`src/rtl/tws_pkg.sv`:
```
// Package for the three-wire serial master: request/result structs, request codes
// and segment numbering constants. No dependencies.
package tws_pkg;

  localparam int unsigned SEG_W = 6;
  localparam int unsigned TICK_W = 16;

  localparam logic [1:0] REQ_TICK   = 2'd0;
  localparam logic [1:0] REQ_WRITE  = 2'd1;
  localparam logic [1:0] REQ_READ   = 2'd2;
  localparam logic [1:0] REQ_UNUSED = 2'd3;

  localparam logic [SEG_W-1:0] SEG_FIRST    = 6'd0;
  localparam logic [SEG_W-1:0] SEG_CLK_LOW  = 6'd1;
  localparam logic [SEG_W-1:0] SEG_CMD_END  = 6'd16;
  localparam logic [SEG_W-1:0] SEG_RELEASE  = 6'd17;
  localparam logic [SEG_W-1:0] SEG_RX_LAST  = 6'd31;
  localparam logic [SEG_W-1:0] SEG_RX_END   = 6'd32;
  localparam logic [SEG_W-1:0] SEG_REDRIVE  = 6'd33;
  localparam logic [SEG_W-1:0] SEG_LAST     = 6'd34;

  localparam logic [TICK_W-1:0] SEG_TICKS_RESET = 16'd10;

  typedef struct packed {
    logic [1:0] req_type;
    logic [7:0] cmd_byte;
    logic [7:0] write_byte;
    logic       data_pin_in;
  } in_item_t;

  typedef struct packed {
    logic       chip_enable;
    logic       serial_clock;
    logic       data_pin_out;
    logic       data_drive;
    logic       busy_res;
    logic       done_res;
    logic [7:0] read_result;
    logic       rejected;
  } out_item_t;

  typedef struct packed {
    logic              en;
    in_item_t          item;
    logic [TICK_W-1:0] seg_ticks;
  } step_req_t;

endpackage

```
`src/rtl/three_wire_serial_master.sv`:
```
// Top level of the three-wire serial master: input register, step core, result
// register and segment length register. Depends on tws_pkg and tws_core.
//
//   channel | direction | handshake         | payload
//   in_     | input     | in_valid/in_stall | tws_pkg::in_item_t (one tick)
//   out_    | output    | out_valid/out_stall | tws_pkg::out_item_t (pin levels)
//   cfg_    | input     | cfg_valid/cfg_ready | segment_ticks, 16 bits
//
// One request per cycle unless out_ stalls; each request shows on out_ after both registers.
// The step core updates on the cycle a request moves from the input register
// into the result register. A stalled output holds both registers; in_stall rises
// only when both are full. Synchronous reset; segment_ticks resets to 10.
module three_wire_serial_master (
  input  logic               clk,
  input  logic               rst_n,
  input  logic               in_valid,
  output logic               in_stall,
  input  tws_pkg::in_item_t  in_item,
  output logic               out_valid,
  input  logic               out_stall,
  output tws_pkg::out_item_t out_item,
  input  logic               cfg_valid,
  output logic               cfg_ready,
  input  logic [15:0]        cfg_data
);
  import tws_pkg::*;

  logic              in_valid_r;
  in_item_t          in_item_r;
  logic              out_valid_r;
  out_item_t         out_item_r;
  logic [TICK_W-1:0] seg_ticks_r;
  logic              advance;
  logic              in_take;
  step_req_t         step;
  out_item_t         step_res;

  assign advance   = in_valid_r && (!out_valid_r || !out_stall);
  assign in_stall  = in_valid_r && !advance;
  assign in_take   = in_valid && !in_stall;
  assign cfg_ready = 1'b1;

  assign step = {advance, in_item_r, seg_ticks_r};

  tws_core u_core (
    .clk    (clk),
    .rst_n  (rst_n),
    .step   (step),
    .result (step_res)
  );

  always_ff @(posedge clk) begin
    if (!rst_n) begin
      in_valid_r  <= 1'b0;
      out_valid_r <= 1'b0;
      seg_ticks_r <= SEG_TICKS_RESET;
    end else begin
      if (in_take) begin
        in_valid_r <= 1'b1;
      end else if (advance) begin
        in_valid_r <= 1'b0;
      end
      if (advance) begin
        out_valid_r <= 1'b1;
      end else if (!out_stall) begin
        out_valid_r <= 1'b0;
      end
      if (cfg_valid && cfg_ready) begin
        seg_ticks_r <= cfg_data;
      end
    end
  end

  always_ff @(posedge clk) begin
    if (in_take) begin
      in_item_r <= in_item;
    end
    if (advance) begin
      out_item_r <= step_res;
    end
  end

  assign out_valid = out_valid_r;
  assign out_item  = out_item_r;

  a_done_idle: assert property (@(posedge clk) disable iff (!rst_n)
    out_valid_r && out_item_r.done_res |-> !out_item_r.busy_res && !out_item_r.chip_enable)
    else $error("transaction done while still busy or chip enabled");

  a_release_busy: assert property (@(posedge clk) disable iff (!rst_n)
    out_valid_r && !out_item_r.data_drive |-> out_item_r.busy_res && out_item_r.chip_enable)
    else $error("data line released outside a read transaction");

  a_hold_on_stall: assert property (@(posedge clk) disable iff (!rst_n)
    in_stall |=> in_valid_r && $stable(in_item_r))
    else $error("input register changed while stalled");

endmodule

```
`src/rtl/tws_core.sv`:
```
// Transaction state and per-tick step logic of the three-wire serial master.
// Depends on tws_pkg.
module tws_core (
  input  logic               clk,
  input  logic               rst_n,
  input  tws_pkg::step_req_t step,
  output tws_pkg::out_item_t result
);
  import tws_pkg::*;

  logic              active_r, active_nxt;
  logic              is_read_r, is_read_nxt;
  logic [SEG_W-1:0]  seg_r, seg_nxt;
  logic [TICK_W-1:0] tick_r, tick_nxt;
  logic [15:0]       send_r, send_nxt;
  logic [7:0]        recv_r, recv_nxt;
  logic              ce_r, ce_nxt;
  logic              clk_pin_r, clk_pin_nxt;
  logic              data_r, data_nxt;
  logic              drive_r, drive_nxt;
  logic [7:0]        last_r, last_nxt;

  logic [TICK_W-1:0] len;
  logic [TICK_W:0]   tick_inc;
  logic [SEG_W-1:0]  s;
  logic              is_req;
  logic              shown_ce, shown_clk, shown_data, shown_drive;
  logic              done, rej;

  assign len = (step.seg_ticks == '0) ? TICK_W'(1) : step.seg_ticks;
  assign is_req = (step.item.req_type == REQ_WRITE) || (step.item.req_type == REQ_READ);

  always_comb begin
    active_nxt  = active_r;
    is_read_nxt = is_read_r;
    seg_nxt     = seg_r;
    tick_nxt    = tick_r;
    send_nxt    = send_r;
    recv_nxt    = recv_r;
    ce_nxt      = ce_r;
    clk_pin_nxt = clk_pin_r;
    data_nxt    = data_r;
    drive_nxt   = drive_r;
    last_nxt    = last_r;
    done        = 1'b0;
    rej         = 1'b0;
    tick_inc    = '0;
    s           = '0;

    if (is_req) begin
      if (active_r) begin
        rej = 1'b1;
      end else begin
        active_nxt  = 1'b1;
        is_read_nxt = (step.item.req_type == REQ_READ);
        seg_nxt     = SEG_FIRST;
        tick_nxt    = '0;
        send_nxt    = {step.item.write_byte, step.item.cmd_byte};
        recv_nxt    = '0;
        if (step.item.req_type == REQ_WRITE) begin
          drive_nxt = 1'b1;
        end
        ce_nxt = 1'b1;
      end
    end

    shown_ce    = ce_nxt;
    shown_clk   = clk_pin_nxt;
    shown_data  = data_nxt;
    shown_drive = drive_nxt;

    if (active_nxt) begin
      tick_inc = {1'b0, tick_nxt} + (TICK_W+1)'(1);
      if (tick_inc >= {1'b0, len}) begin
        tick_nxt = '0;
        if (is_read_nxt && seg_nxt >= SEG_RELEASE && seg_nxt <= SEG_RX_LAST && seg_nxt[0]) begin
          recv_nxt = {step.item.data_pin_in, recv_nxt[7:1]};
        end
        s = seg_nxt + SEG_W'(1);
        if (seg_nxt == SEG_LAST) begin
          active_nxt = 1'b0;
          done       = 1'b1;
          seg_nxt    = SEG_FIRST;
          if (is_read_nxt) begin
            last_nxt = recv_nxt;
          end
        end else begin
          seg_nxt = s;
          if (s == SEG_LAST) begin
            ce_nxt = 1'b0;
          end else if (!is_read_nxt) begin
            if (s > SEG_CLK_LOW && !s[0]) begin
              data_nxt    = send_nxt[0];
              send_nxt    = {1'b0, send_nxt[15:1]};
              clk_pin_nxt = 1'b1;
            end else begin
              clk_pin_nxt = 1'b0;
            end
          end else if (s <= SEG_CMD_END) begin
            if (s[0]) begin
              clk_pin_nxt = 1'b0;
            end else begin
              data_nxt    = send_nxt[0];
              send_nxt    = {1'b0, send_nxt[15:1]};
              clk_pin_nxt = 1'b1;
            end
          end else if (s <= SEG_RX_END) begin
            if (s == SEG_RELEASE) begin
              drive_nxt = 1'b0;
            end
            clk_pin_nxt = !s[0];
          end else begin
            drive_nxt   = 1'b1;
            clk_pin_nxt = 1'b0;
          end
        end
      end else begin
        tick_nxt = tick_inc[TICK_W-1:0];
      end
    end
  end

  always_ff @(posedge clk) begin
    if (!rst_n) begin
      active_r  <= 1'b0;
      is_read_r <= 1'b0;
      seg_r     <= '0;
      tick_r    <= '0;
      send_r    <= '0;
      recv_r    <= '0;
      ce_r      <= 1'b0;
      clk_pin_r <= 1'b0;
      data_r    <= 1'b0;
      drive_r   <= 1'b1;
      last_r    <= '0;
    end else if (step.en) begin
      active_r  <= active_nxt;
      is_read_r <= is_read_nxt;
      seg_r     <= seg_nxt;
      tick_r    <= tick_nxt;
      send_r    <= send_nxt;
      recv_r    <= recv_nxt;
      ce_r      <= ce_nxt;
      clk_pin_r <= clk_pin_nxt;
      data_r    <= data_nxt;
      drive_r   <= drive_nxt;
      last_r    <= last_nxt;
    end
  end

  always_comb begin
    result.chip_enable  = shown_ce;
    result.serial_clock = shown_clk;
    result.data_pin_out = shown_data;
    result.data_drive   = shown_drive;
    result.busy_res     = active_nxt;
    result.done_res     = done;
    result.read_result  = last_nxt;
    result.rejected     = rej;
  end

endmodule

```
`config.mk`:
```
export PLATFORM = sky130hd
export DESIGN_NAME = three_wire_serial_master
export DESIGN_NICKNAME = d
export VERILOG_FILES = /design/src/rtl/tws_pkg.sv /design/src/rtl/three_wire_serial_master.sv /design/src/rtl/tws_core.sv
export SDC_FILE = /design/constraint.sdc
export NUM_CORES = 1
export LEC_CHECK = 0
export BUFFER_PORTS_ARGS = -buffer_cell sky130_fd_sc_hd__clkbuf_2
export CELL_PAD_IN_SITES_DETAIL_PLACEMENT = 0
export CELL_PAD_IN_SITES_GLOBAL_PLACEMENT = 1
export CORE_UTILIZATION = 50
export DETAILED_ROUTE_END_ITERATION = 8
export GPL_ROUTABILITY_DRIVEN = 0
export PLACE_DENSITY = 0.9
export SETUP_SLACK_MARGIN = 0.3
export SLEW_MARGIN = 25
export SYNTH_ARGS = -nofsm -noshare
export SYNTH_HDL_FRONTEND = slang
export SYNTH_SLANG_ARGS = --single-unit
```
`constraint.sdc`:
```
create_clock -name clk -period 6.79 [get_ports clk]
set_clock_uncertainty 0.2 [all_clocks]
set_input_delay 0.679 -clock clk [delete_from_list [all_inputs] [get_ports clk]]
set_output_delay 0.679 -clock clk [all_outputs]
set_load 0.02 [all_outputs]
```
* Word-level counts from Yosys, hierarchy flattened
Cells that the tools add are included.
** Storage, ports and cells
- Register bits :: 112
- Input bits :: 40
- Output and inout bits :: 18
- Word-level logic and storage cells :: 131
** Cells by class
- $add $sub $neg :: 2
- Order comparisons :: 6
- Equal/unequal tests :: 8
- Muxes and demuxes :: 67
- Bitwise gates (word level) :: 2
- Reductions and logical operators :: 20
** Operators by type and width (number)
- 16-bit two-way mux :: 15
- 8-bit two-way mux :: 9
- 1-bit two-way mux :: 38
- 6-bit two-way mux :: 5
- 16-bit by 1-bit adder with 17-bit output (second input constant) :: 1
- 17-bit by 16-bit >= comparator with 1-bit output :: 1
- 16-bit logical NOT :: 1
- 6-bit == test (second input constant) :: 2
- 6-bit by 5-bit <= comparator with 1-bit output (second input constant) :: 2
- 8-bit AND reduction :: 1
- 1-bit logical AND :: 7
- 6-bit by 1-bit adder with 6-bit output (second input constant) :: 1
- 6-bit by 5-bit == test with 1-bit output (second input constant) :: 1
- 6-bit by 5-bit >= comparator with 1-bit output (second input constant) :: 1
- 6-bit by 1-bit > comparator with 1-bit output (second input constant) :: 1
- 6-bit <= comparator (second input constant) :: 1
- 1-bit logical NOT :: 5
- 5-bit AND reduction :: 1
- 2-bit inequality test (second input constant) :: 2
- 2-bit nonzero test :: 2
- 2-bit by 1-bit == test with 1-bit output (second input constant) :: 1
- 2-bit == test (second input constant) :: 1
- 1-bit logical OR :: 2
- 2-bit by 1-bit inequality test with 1-bit output (second input constant) :: 1
- 2 further kinds :: 3

* Logic depth before layout (Yosys ltp)
Gate-level depths: netlist (run 1).
- Word-level depth :: 13
- Depth in mapped cells :: 24
- Depth with buffers taken out :: 18

* Hierarchy
Synthesis (run 1) repeated with hierarchy kept, for this count alone.
** Second synthesis, totals
- Cell total of the unflattened synthesis :: 621
- Area total of the unflattened synthesis :: 5815.6 sq um
** Modules (own cells, without submodules)
- tws_core :: times used 1, cells an instance 526, area each 4092.7 sq um, sequential area each 1201.2 sq um
- three_wire_serial_master :: times used 1, cells an instance 95, area each 1722.9 sq um, sequential area each 1381.3 sq um

* Worst setup path before layout (run 1)
OpenSTA, ideal clock, no wires.
- Path kind :: reg-to-reg
- Start point :: register in_item_r[18] in the netlist's numbering
- End point :: register out_item_r, in the netlist out_item[1], data pin
- Data arrival time :: 4.108 ns
- Required time :: 6.330 ns
- Slack :: 2.222 ns
- Cell stages (with the launch flop) :: 23
- Path buffers :: 5
- Period minus slack after synthesis :: 4.568 ns
- Path through :: edfxtp_1 > ha_1 > or2_1 > buf_2 > clkbuf_1 > clkbuf_1 > and2_1 > ha_1 > and2_1 > clkbuf_1 > nand2_1 > nor2_1 > xnor2_1 > nor2_1 > ha_1 > nand4_1 > nor4_1 > a211oi_1 > o211a_1 > buf_6 > nor3_4 > nand2_4 > mux2_4
** RTL lines
- start, declared :: line three_wire_serial_master.sv:29 : in_item_t in_item_r;
- start signal, assigned :: line three_wire_serial_master.sv:76 : in_item_r <= in_item;
- end signal, assigned :: line three_wire_serial_master.sv:79 : out_item_r <= step_res;
- end, declared :: line three_wire_serial_master.sv:31 : out_item_t out_item_r;

* Worst setup path in the final report (run 1)
- Start point :: register in_item_r[18] in the netlist's numbering
- End point :: register u_core.send_r[1]
** Between the ends
- Cells in the longest elaborated chain, start to end :: 12
- Elaborated cells between the ends (all ways) :: 26
** RTL lines
- 2-bit by 1-bit == test with 1-bit output / 2-bit == test (equally long branches) :: line tws_core.sv:31, tws_core.sv:55
- 1-bit logical OR :: line tws_core.sv:31 : assign is_req = (step.item.req_type == REQ_WRITE) || (step.item.req_type == REQ_READ);
- 6-bit two-way mux :: line tws_core.sv:50 : if (is_req) begin
- 6-bit by 1-bit adder with 6-bit output :: line tws_core.sv:79 : s = seg_nxt + SEG_W'(1);
- 6-bit by 1-bit > comparator with 1-bit output / 1-bit logical NOT (equally long branches) :: line tws_core.sv:92 : if (s > SEG_CLK_LOW && !s[0]) begin
- 1-bit logical AND :: line tws_core.sv:92
- 16-bit two-way mux :: line tws_core.sv:92
- 16-bit two-way mux :: line tws_core.sv:91 : end else if (!is_read_nxt) begin
- 16-bit two-way mux :: line tws_core.sv:89 : if (s == SEG_LAST) begin
- 16-bit two-way mux :: line tws_core.sv:80 : if (seg_nxt == SEG_LAST) begin
- 16-bit two-way mux :: line tws_core.sv:74 : if (tick_inc >= {1'b0, len}) begin
- 16-bit two-way mux * :: line tws_core.sv:72 : if (active_nxt) begin
- end signal, assigned :: line tws_core.sv:141 : send_r <= send_nxt;
- end, declared :: line tws_core.sv:15 : logic [15:0] send_r, send_nxt;
Mark *: on every way between the ends. The rest lies on a longest branch, timed or not.
A chain may end at the register's enable or synchronous reset.

==> results of run 1 <==
[cell type report]
class | instances | area [um2] | area share (%)
clock inverter | 4 | 35.03 | 0.5234
tap | 143 | 178.9 | 2.673
multi-input combinational | 472 | 3178 | 47.48
inverter | 29 | 108.9 | 1.626
timing repair buffer | 60 | 310.3 | 4.636
sequential | 112 | 2582 | 38.58
clock buffer | 12 | 300.3 | 4.486
[per-layer routing]
layer | part of all wire (%) | up-vias | track usage [%]
li1 | - | 2357 | -
met1 | 47 | 2232 | 27.22
met2 | 48 | 101 | 33.46
met4 | 1.5 | 0 | 7.378
met5 | 0 | - | 0
met3 | 3.7 | 20 | 4.409
[per-stage QoR]
stage               total power, mW  hold slack, ns
floorplan                    0.8359          0.2090
global placement             0.8732          0.2235
detailed placement           0.8778          0.2295
CTS                           1.453          0.2434
global route                  1.496          0.2536
finish                        1.440          0.2313
[synth_stat cells, drive strengths merged (8+ instances only)]
master  instances
nor2           38
o21ai          31
nor2b          27
inv            29
clkbuf         21
mux2i          55
and2            8
a21boi         13
ha             25
nand2          97
nand3          31
edfxtp         34
dfxtp          78
nor3           11
mux2           11
buf            17
a21oi          29
nand4          12
a22oi           9
[sequential cells by signal, summed over array words and instances, names as in the netlist]
name / flops
u_core.ce_r: 1
u_core.send_r: 16
u_core.recv_r: 8
u_core.seg_r: 6
u_core.last_r: 8
out_item: 15
u_core.data_r: 1
in_valid_r: 1
u_core.is_read_r: 1
in_item_r: 19
u_core.drive_r: 1
u_core.clk_pin_r: 1
u_core.tick_r: 16
out_valid: 1
seg_ticks_r: 16
u_core.active_r: 1
[power breakdown]
part	internal [mW]	switching (mW)	leakage (nW)	total, mW
Combinational	0.0478	0.0878	1.59	0.136
Sequential	0.713	0.0132	0.953	0.726
Clock	0.321	0.257	0.166	0.578
Total	1.08	0.358	2.70	1.44
[worst max path at each step]
| stage | startpoint | to | depth (start not counted) |
|---|---|---|---|
| global route | in_item_r[18] | u_core.send_r[1] | 17 |
| finish | in_item_r[18] | u_core.send_r[1] | 17 |
| CTS | in_item_r[18] | u_core.send_r[1] | 17 |
| detailed placement | in_item_r[18] | u_core.send_r[1] | 17 |
| floorplan | in_item_r[18] | out_item[1] | 22 |
| global placement | in_item_r[18] | u_core.send_r[1] | 17 |
[worst max-delay path, delay by kind of cell, from the launching register on]
family          cells  cell delay, ns
compound gates      3            0.69
fa+ha+maj           3            1.12
simple gates        9            2.29
xor+xnor            1            0.14
mux                 1            0.41
flops               1            0.39
[cell families (layout without fill, tap and decap cells)]
family                     Yosys count  in the layout  synth area share (%)
other                                1              1               0.06201
buffers and inverters               67            105                 4.883
xor gates and xnor gates            12             12                 1.738
DFF                                112            112                 42.71
muxes                               66             66                 11.65
AOI/OAI and AO/OA                  113            113                 12.31
and+or+nand+nor                    255            255                 21.48
adders and majority gates           25             25                 5.173
==> results.txt, run 1 <==
status -> complete, but fails checks
violated checks -> DRC
post-route antenna net violation count -> 0
number of max-slew violations in the final report -> 0
Hold Path Stages -> 0
die width -> 112.0 um
number of enable flip-flop cells after synthesis -> 34
DRC Markers -> 6
Worst EP arrival -> 5.42 ns
I/O pin total -> 58
share of the synthesized area in the top cell type -> 25.82%
Std-Cell Rows -> 39
source-to-sink clock delay at the later pin of the worst-skew pair -> 0.37 ns
Min-Delay Startpoint -> u_core.clk_pin_r
count of different cell masters after synthesis -> 62
WS Path Type -> register to register
Layout Nets -> 749
number of fillers in the final layout -> 1016
share of post-route cells with drive strength above 1 -> 14.37%
leading cell type in the layout, fill and taps excluded -> nand2_1
cells traversed along the worst timing path -> ha_1, or2_1, and2_1, ha_1, and2_1, nand2_1, nor2_1, xnor2_1, nor2_1, ha_1, nand4_1, nor4_1, a211oi_1, o211a_1, nor3_4, mux2_2, o21ai_1
Reg2Reg Launch Point -> in_item_r[18]
Detailed Routing Iterations Pass 1 -> 7
sum of overflow across all layers after global routing -> 0
maximum count of clock buffers along a single path -> 2
required time of the critical path -> 6.88 ns
average wire length per cell after detail routing -> 15.10 um
via/cell ratio -> 5.661
total die area -> 12540 um2
crit path launch type -> register
Post-Place Cells -> 816
area post-placement -> 6359 um2
Tcrit/Tclk final -> 78.54%
Critical Path Sink Type -> register
post-detail-place hpwl -> 8774 um
quantity of gates resized following cts -> 0
worst reg2reg path depth -> 17
maximum operating frequency -> 0.1875 GHz
Warnings, synthesis -> 0
worst reg2reg setup slack -> 1.46 ns
final cell area excluding filler cells -> 6694 um2
number of antenna violations at the first check in global routing -> 0
CP max FO -> 27
Worst path slowest cell -> nor3_4
global-route wire length before repair -> 20600 um
cell seen most often among critical-path stages -> ha_1
setup total negative slack -> 0 ns
netlist area before placement -> 6047 um2
Finish-stage setup viols -> 0
Core Area -> 11610 um2
gr usage total -> 20.63%
worst hold path endpoint -> out_item[13]
TritonCTS clock tree -> yes
Setup Fix Bufs, Post-CTS -> 0
Post-Syn Instances -> 651
Initial DRC Count -> 347
hold buffer count at CTS -> 0
delay contributed by the slowest stage of the critical path -> 0.78 ns
area added between synthesis and finish -> 10.70%
leading area contributor after synthesis -> dfxtp_1
number of antenna cells inserted -> 0
RSZ-0062 raised after global routing -> no
total of flip-flops plus latches after synthesis -> 112
number of global-route vias before repair -> 4276
pin count of the biggest net entering global routing -> 79
share of async-settable or async-resettable flops after synthesis -> 0%
transition time at the pin with the least slew margin -> 0.9912 ns
endpoint of the worst-slack reg-to-reg timing path -> u_core.send_r[1]
top cells by area in the synthesized netlist -> dfxtp_1, edfxtp_1, mux2i_1
Inserted Clock Buffers -> 9
max_slew headroom -> 33.92%
core occupancy in the finished layout -> 57.64%
min Tclk post-route -> 5.333 ns
input/output buffers -> 56
buffer cell driving the clock tree root -> clkbuf_16
worst min path class -> register to register
Final Hold Viols -> 0
Max H-tree Level -> 3
worst slack at placement -> 1.506 ns
fraction of the yosys area taken by sequential cells -> 42.71%
final routed wirelength across all metal layers -> 12560 um
Vias -> 4710
Die Y-Extent -> 112.0 um
leakage power of the design -> 2.704 nW
number of max-capacitance violations reported -> 0
power density over cell area -> 215.1 nW/um2
Initial Util -> 52.07%
total number of clock tree sinks -> 112
Worst Slack Setup Final -> 1.457 ns
Syn Nets -> 716
clock slew seen by the registers of the worst setup and hold paths -> 0.08 ns
Post-Synthesis Mean Instance Area -> 9.289 um2
non-filler cells in the finished layout -> 832
top library cells by usage in the layout, fill and taps aside -> nand2_1, dfxtp_1, clkbuf_2
VDD IR-drop max -> 156.2 uV
most instantiated flip-flop cell in the synthesis netlist -> dfxtp_1
Power figures use the tool's default switching activity.
==> run 2, diff against run 1 <==
--- a/config.mk
+++ b/config.mk
@@ -8,10 +8,10 @@
 export BUFFER_PORTS_ARGS = -buffer_cell sky130_fd_sc_hd__clkbuf_2
 export CELL_PAD_IN_SITES_DETAIL_PLACEMENT = 0
 export CELL_PAD_IN_SITES_GLOBAL_PLACEMENT = 1
-export CORE_UTILIZATION = 50
+export CORE_UTILIZATION = 42
 export DETAILED_ROUTE_END_ITERATION = 8
 export GPL_ROUTABILITY_DRIVEN = 0
-export PLACE_DENSITY = 0.9
+export PLACE_DENSITY = 0.81
 export SETUP_SLACK_MARGIN = 0.3
 export SLEW_MARGIN = 25
 export SYNTH_ARGS = -nofsm -noshare
==> constraint.sdc (replaced) <==
create_clock -name clk -period 4.4 [get_ports clk]
set_clock_uncertainty 0.2 [all_clocks]
set_input_delay 0.44 -clock clk [delete_from_list [all_inputs] [get_ports clk]]
set_output_delay 0.44 -clock clk [all_outputs]
set_load 0.02 [all_outputs]
==> run 2 against run 1 <==
Net effect:
- the run now ends clean
- non-clock buffer count increased by 35
- total power up 48%
- combinational power is 76% higher
- sequential cell count unchanged
- largest cell class unchanged
- maximum frequency rose by 28%
- utilization fell by 7.0 points
- global-route usage decreased by 1.5 points
- critical endpoint unchanged
- final cell count up 8.7%
==> results.txt, run 2 (synthesized netlist as in run 1, its figures left out) <==
Finish-stage setup viols -> 0
Std-Cell Rows -> 43
last element of the critical path -> u_core.send_r[1]
number of max-slew violations in the final report -> 0
non-filler cells in the finished layout -> 904
worst slack at placement -> -0.07507 ns
max_slew headroom -> 41.52%
launch point of the worst path -> in_item_r[18]
Initial DRC Count -> 282
TritonCTS clock tree -> yes
die width -> 122.0 um
net switching share of the total power -> 25.85%
CP max FO -> 8
gr usage total -> 19.12%
area post-placement -> 6586 um2
Core Area -> 13990 um2
total number of clock tree sinks -> 112
Layout Nets -> 784
Vias -> 4831
total die area -> 14880 um2
post-route antenna net violation count -> 0
Critical Path Sink Type -> register
Gate power share -> 11.2%
proportion of power drawn by the clock network -> 36.1%
maximum operating frequency -> 0.2398 GHz
input/output buffers -> 56
RSZ-0062 raised after global routing -> yes
transition time at the pin with the least slew margin -> 0.8751 ns
required time of the critical path -> 4.49 ns
via/cell ratio -> 5.344
Worst path slowest cell -> edfxtp_1
top library cells by usage in the layout, fill and taps aside -> nand2_1, dfxtp_1, clkbuf_2
min Tclk post-route -> 4.170 ns
Final Hold Viols -> 0
DRC Markers -> 0
number of flip-flops under the largest register name -> 19
source-to-sink clock delay at the later pin of the worst-skew pair -> 0.36 ns
clock slew seen by the registers of the worst setup and hold paths -> 0.07 ns
leakage power of the design -> 2.882 nW
number of antenna cells inserted -> 0
worst reg2reg setup slack -> 0.23 ns
Post-Place Cells -> 869
Max H-tree Level -> 3
Worst Slack Setup Final -> 0.2302 ns
Inserted Clock Buffers -> 9
Initial Util -> 43.23%
number of max-capacitance violations reported -> 0
leading cell type in the layout, fill and taps excluded -> nand2_1
worst reg2reg path depth -> 18
buffer cell driving the clock tree root -> clkbuf_16
net switching power figure -> 0.5496 mW
Reg2Reg Launch Point -> in_item_r[18]
VDD IR-drop max -> 235.1 uV
worst min path class -> input port to register
Die Y-Extent -> 122.0 um
crit path launch type -> register
endpoint of the worst-slack reg-to-reg timing path -> u_core.send_r[1]
power density over cell area -> 300.0 nW/um2
maximum count of clock buffers along a single path -> 2
I/O pin total -> 58
setup total negative slack -> 0 ns
pin count of the biggest net entering global routing -> 43
Int Pwr -> 1.576 mW
final routed wirelength across all metal layers -> 13590 um
number of antenna violations at the first check in global routing -> 0
average wire length per cell after detail routing -> 15.03 um
Worst EP arrival -> 4.26 ns
status -> finished, final reports clean
final cell area excluding filler cells -> 7086 um2
post-detail-place hpwl -> 9214 um
cells traversed along the worst timing path -> ha_4, or2_4, and2_4, ha_4, and2_4, nand4_1, xor2_1, nor2_1, ha_1, nand4_1, nor4_2, a211oi_2, o211a_4, buf_12, nor3_4, buf_12, mux2_4, o21ai_2
delay contributed by the slowest stage of the critical path -> 0.44 ns
register ranked first by flip-flop count -> in_item_r
share of post-route cells with drive strength above 1 -> 20.17%
Tcrit/Tclk final -> 94.77%
number of global-route vias before repair -> 4625
sum of overflow across all layers after global routing -> 0
Detailed Routing Iterations Pass 1 -> 4
sequential share of power -> 52.6%
hold buffer count at CTS -> 0
area added between synthesis and finish -> 17.17%
WS Path Type -> register to register
global-route wire length before repair -> 22330 um
core occupancy in the finished layout -> 50.65%
[run 2: critical path, delay by kind of cell (launching register included)]
kind | cells | cell delay, ns
flip-flops | 1 | 0.44
multiplexers | 1 | 0.30
buffers and inverters | 2 | 0.31
AND/OR/NAND/NOR | 8 | 1.53
XOR/XNOR | 1 | 0.17
AO/OA/AOI/OAI | 3 | 0.35
adder cells (fa/ha/maj) | 3 | 0.79
[run 2: power groups by stage]
stage	Sequential, mW	Clock [mW]	Combinational (mW)
global route	1.12	0.827	0.264
CTS	1.12	0.786	0.229
detailed placement	1.14	0	0.224
floorplan	1.15	0	0.151
global placement	1.14	0	0.220
finish	1.12	0.768	0.239
[run 2: worst min path at each step]
stage,depth (start not counted),slack (ns),startpoint,end
5_1_grt,1,0.04,in_item[13],in_item_r[13]
6_report,1,0.05,in_item[4],in_item_r[4]
3_3_place_gp,0,0.23,u_core.clk_pin_r,out_item[13]
3_5_place_dp,0,0.22,u_core.data_r,out_item[12]
4_1_cts,1,0.04,in_item[4],in_item_r[4]
2_1_floorplan,0,0.21,u_core.data_r,out_item[12]
[run 2: timing repair]
| action | CTS | global route |
|---|---|---|
| buffers inserted | 4 | 13 |
| pin swaps | 8 | 23 |
| setup endpoints to repair | 53 | 65 |
| gates cloned | 0 | 2 |
| resized for setup | 8 | 17 |
[run 2: routing by layer]
| layer | GRT usage, % | routed length [um] | vias up |
|---|---|---|---|
| met5 | 0 | 0 | - |
| met4 | 6.944 | 190 | 0 |
| met3 | 3.558 | 591 | 15 |
| met2 | 31.71 | 6496 | 115 |
| met1 | 24.64 | 6308 | 2277 |
| li1 | - | - | 2424 |
[run 2: through the flow]
| stage | hold slack, ns | total power [mW] |
|---|---|---|
| 2_1_floorplan | 0.2090 | 1.299 |
| 3_3_place_gp | 0.2287 | 1.361 |
| 3_5_place_dp | 0.2207 | 1.366 |
| 4_1_cts | 0.04104 | 2.134 |
| 5_1_grt | 0.04023 | 2.214 |
| 6_report | 0.05215 | 2.126 |
[run 2: area by class of cell]
class	count	area, um2
Fill cell	1307	6903
Multi-Input combinational cell	472	3263
Sequential cell	112	2582
Timing Repair Buffer	95	640.6
Clock buffer	10	229.0
Tap cell	180	225.2
Inverter	29	108.9
Clock inverter	6	36.28
==> run 3, diff against run 2 <==
--- a/config.mk
+++ b/config.mk
@@ -5,11 +5,11 @@
 export SDC_FILE = /design/constraint.sdc
 export NUM_CORES = 1
 export LEC_CHECK = 0
-export BUFFER_PORTS_ARGS = -buffer_cell sky130_fd_sc_hd__clkbuf_2
 export CELL_PAD_IN_SITES_DETAIL_PLACEMENT = 0
 export CELL_PAD_IN_SITES_GLOBAL_PLACEMENT = 1
-export CORE_UTILIZATION = 42
+export CORE_UTILIZATION = 45
 export DETAILED_ROUTE_END_ITERATION = 8
+export DONT_BUFFER_PORTS = 1
 export GPL_ROUTABILITY_DRIVEN = 0
 export PLACE_DENSITY = 0.81
 export SETUP_SLACK_MARGIN = 0.3
==> run 3 against run 2 <==
Net effect:
- worst setup slack improved by 0.14 ns
- register-to-register slack improved by 0.14 ns
- routed wire length down 3.3%
- hold slack worse by 0.040 ns
- global-route usage increased by 0.61 points
- largest cell class unchanged
- count of clock-buffer cells in the layout decreased by 1
- die area shrank 6.6%
- sequential power about the same
- first-iteration DRC count up 1.1%
- largest power group unchanged
- final cell count fell by 5.5%
==> results.txt, run 3 (synthesized netlist as in run 1, its figures left out) <==
proportion of power drawn by the clock network -> 36.2%
Reg2Reg Launch Point -> in_item_r[18]
number of max-slew violations in the final report -> 0
status -> finished, final reports clean
maximum count of clock buffers along a single path -> 2
post-detail-place hpwl -> 8794 um
Worst Slack Setup Final -> 0.3750 ns
Core Area -> 12880 um2
input/output buffers -> 0
Final Hold Viols -> 0
I/O pin total -> 58
worst min path class -> input port to register
number of antenna violations at the first check in global routing -> 0
required time of the critical path -> 4.31 ns
non-filler cells in the finished layout -> 854
CP max FO -> 8
sequential share of power -> 54.0%
Std-Cell Rows -> 41
crit path launch type -> register
leakage power of the design -> 2.689 nW
min Tclk post-route -> 4.025 ns
VDD IR-drop max -> 447.1 uV
TritonCTS clock tree -> yes
power density over cell area -> 300.5 nW/um2
die width -> 117.9 um
Worst path slowest cell -> edfxtp_1
setup total negative slack -> 0 ns
Min-Delay Startpoint -> rst_n
DRC Markers -> 0
worst reg2reg setup slack -> 0.37 ns
cells traversed along the worst timing path -> ha_4, or2_4, and2_4, ha_4, and2_4, nand2_1, nor2_1, xnor2_1, nor2_1, ha_1, nand4_1, nor4_2, a211oi_2, o211a_4, nor3_4, nand2_4, mux2_4
delay contributed by the slowest stage of the critical path -> 0.45 ns
post-route antenna net violation count -> 0
number of fillers in the final layout -> 1174
Finish-stage setup viols -> 0
average wire length per cell after detail routing -> 15.39 um
share of post-route cells with drive strength above 1 -> 11.88%
total die area -> 13910 um2
total number of clock tree sinks -> 112
sum of overflow across all layers after global routing -> 0
number of global-route vias before repair -> 4499
RSZ-0062 raised after global routing -> yes
Hold Path Stages -> 1
Initial Util -> 46.96%
number of antenna cells inserted -> 0
register ranked first by flip-flop count -> in_item_r
Post-Place Cells -> 800
area added between synthesis and finish -> 15.15%
worst hold path endpoint -> u_core.data_r
clock slew seen by the registers of the worst setup and hold paths -> 0.07 ns
via/cell ratio -> 5.450
WS Path Type -> register to register
transition time at the pin with the least slew margin -> 0.8496 ns
Detailed Routing Iterations Pass 1 -> 5
Inserted Clock Buffers -> 9
endpoint of the worst-slack reg-to-reg timing path -> out_item[3]
Vias -> 4654
global-route wire length before repair -> 22150 um
buffer cell driving the clock tree root -> clkbuf_16
maximum operating frequency -> 0.2484 GHz
number of max-capacitance violations reported -> 0
Critical Path Sink Type -> register
Max H-tree Level -> 3
leading cell type in the layout, fill and taps excluded -> nand2_1
top library cells by usage in the layout, fill and taps aside -> nand2_1, dfxtp_1, mux2i_1
worst reg2reg path depth -> 17
source-to-sink clock delay at the later pin of the worst-skew pair -> 0.36 ns
area post-placement -> 6248 um2
final routed wirelength across all metal layers -> 13150 um
number of flip-flops under the largest register name -> 19
max_slew headroom -> 43.15%
worst slack at placement -> -0.01642 ns
pin count of the biggest net entering global routing -> 78
final cell area excluding filler cells -> 6963 um2
Tcrit/Tclk final -> 91.48%
Initial DRC Count -> 285
Die Y-Extent -> 117.9 um
net switching share of the total power -> 24.90%
Int Pwr -> 1.571 mW
net switching power figure -> 0.5209 mW
Worst EP arrival -> 3.94 ns
Layout Nets -> 742
Gate power share -> 9.8%
gr usage total -> 19.73%
## run 3: changes by cell type in the layout (fill, tap and decap cells not counted), sizes merged
cell         delta
clkbuf         -58
clkinvlp        +1
buf             -9
dlygate4sd3    +24
## run 3: critical path: cells and delay by family (launching register included)
family,cells,cell delay [ns]
fa+ha+maj,3,0.76
simple gates,10,1.57
xor+xnor,1,0.15
flops,1,0.45
compound gates,2,0.31
mux,1,0.33
## run 3: timing repair
action,CTS,global route
hold endpoints to repair,22,2
buffers inserted,6,8
gates resized for setup,8,11
pin swaps,9,13
hold buffers,23,1
endpoints found under the setup margin,65,47
## run 3: cell type report
type	count	area [um2]	area share, %
multi-input cells	472	3274	47.03
flip-flops and latches	112	2582	37.09
well taps	172	215.2	3.091
inverters	29	108.9	1.563
repair buffers	53	510.5	7.332
clock inverters	7	46.29	0.6649
clock buffers	9	225.2	3.235
## run 3: how the worst max path moves through the flow
| stage | startpoint | end | slack, ns | cells past startpoint |
|---|---|---|---|---|
| 6_report | in_item_r[18] | out_item[3] | 0.37 | 17 |
| 5_1_grt | in_item_r[18] | out_item[6] | 0.24 | 16 |
| 4_1_cts | in_item_r[17] | out_item[3] | 0.31 | 17 |
| 3_5_place_dp | in_item_r[18] | out_item[3] | -0.02 | 17 |
| 3_3_place_gp | in_item_r[18] | out_item[2] | 0.14 | 17 |
| 2_1_floorplan | in_item_r[18] | out_item[8] | 0.11 | 22 |
## run 3: layer usage
metal / global-route usage (%) / up-vias / share of wire [%]
met2: 31.32 / 121 / 47
met3: 5.669 / 13 / 5.3
li1: - / 2341 / -
met1: 26.28 / 2179 / 46
met4: 4.888 / 0 / 1.2
met5: 0 / - / 0
## run 3: metrics by stage
step	total power, mW	util, %	hold WS [ns]
4_1_cts	2.112	53.01	0.0001659
2_1_floorplan	1.299	-	0.2090
5_1_grt	2.192	54.08	0.002996
3_5_place_dp	1.327	48.53	0.2253
3_3_place_gp	1.324	48.53	0.2274
6_report	2.092	54.08	0.01218
## run 3: power groups by stage
| stage | Sequential [mW] | Combinational [mW] | Clock [mW] |
|---|---|---|---|
| finish | 1.13 | 0.205 | 0.757 |
| global route | 1.13 | 0.228 | 0.830 |
| CTS | 1.13 | 0.199 | 0.784 |
| detailed placement | 1.15 | 0.174 | 0 |
| global placement | 1.15 | 0.171 | 0 |
| floorplan | 1.15 | 0.151 | 0 |
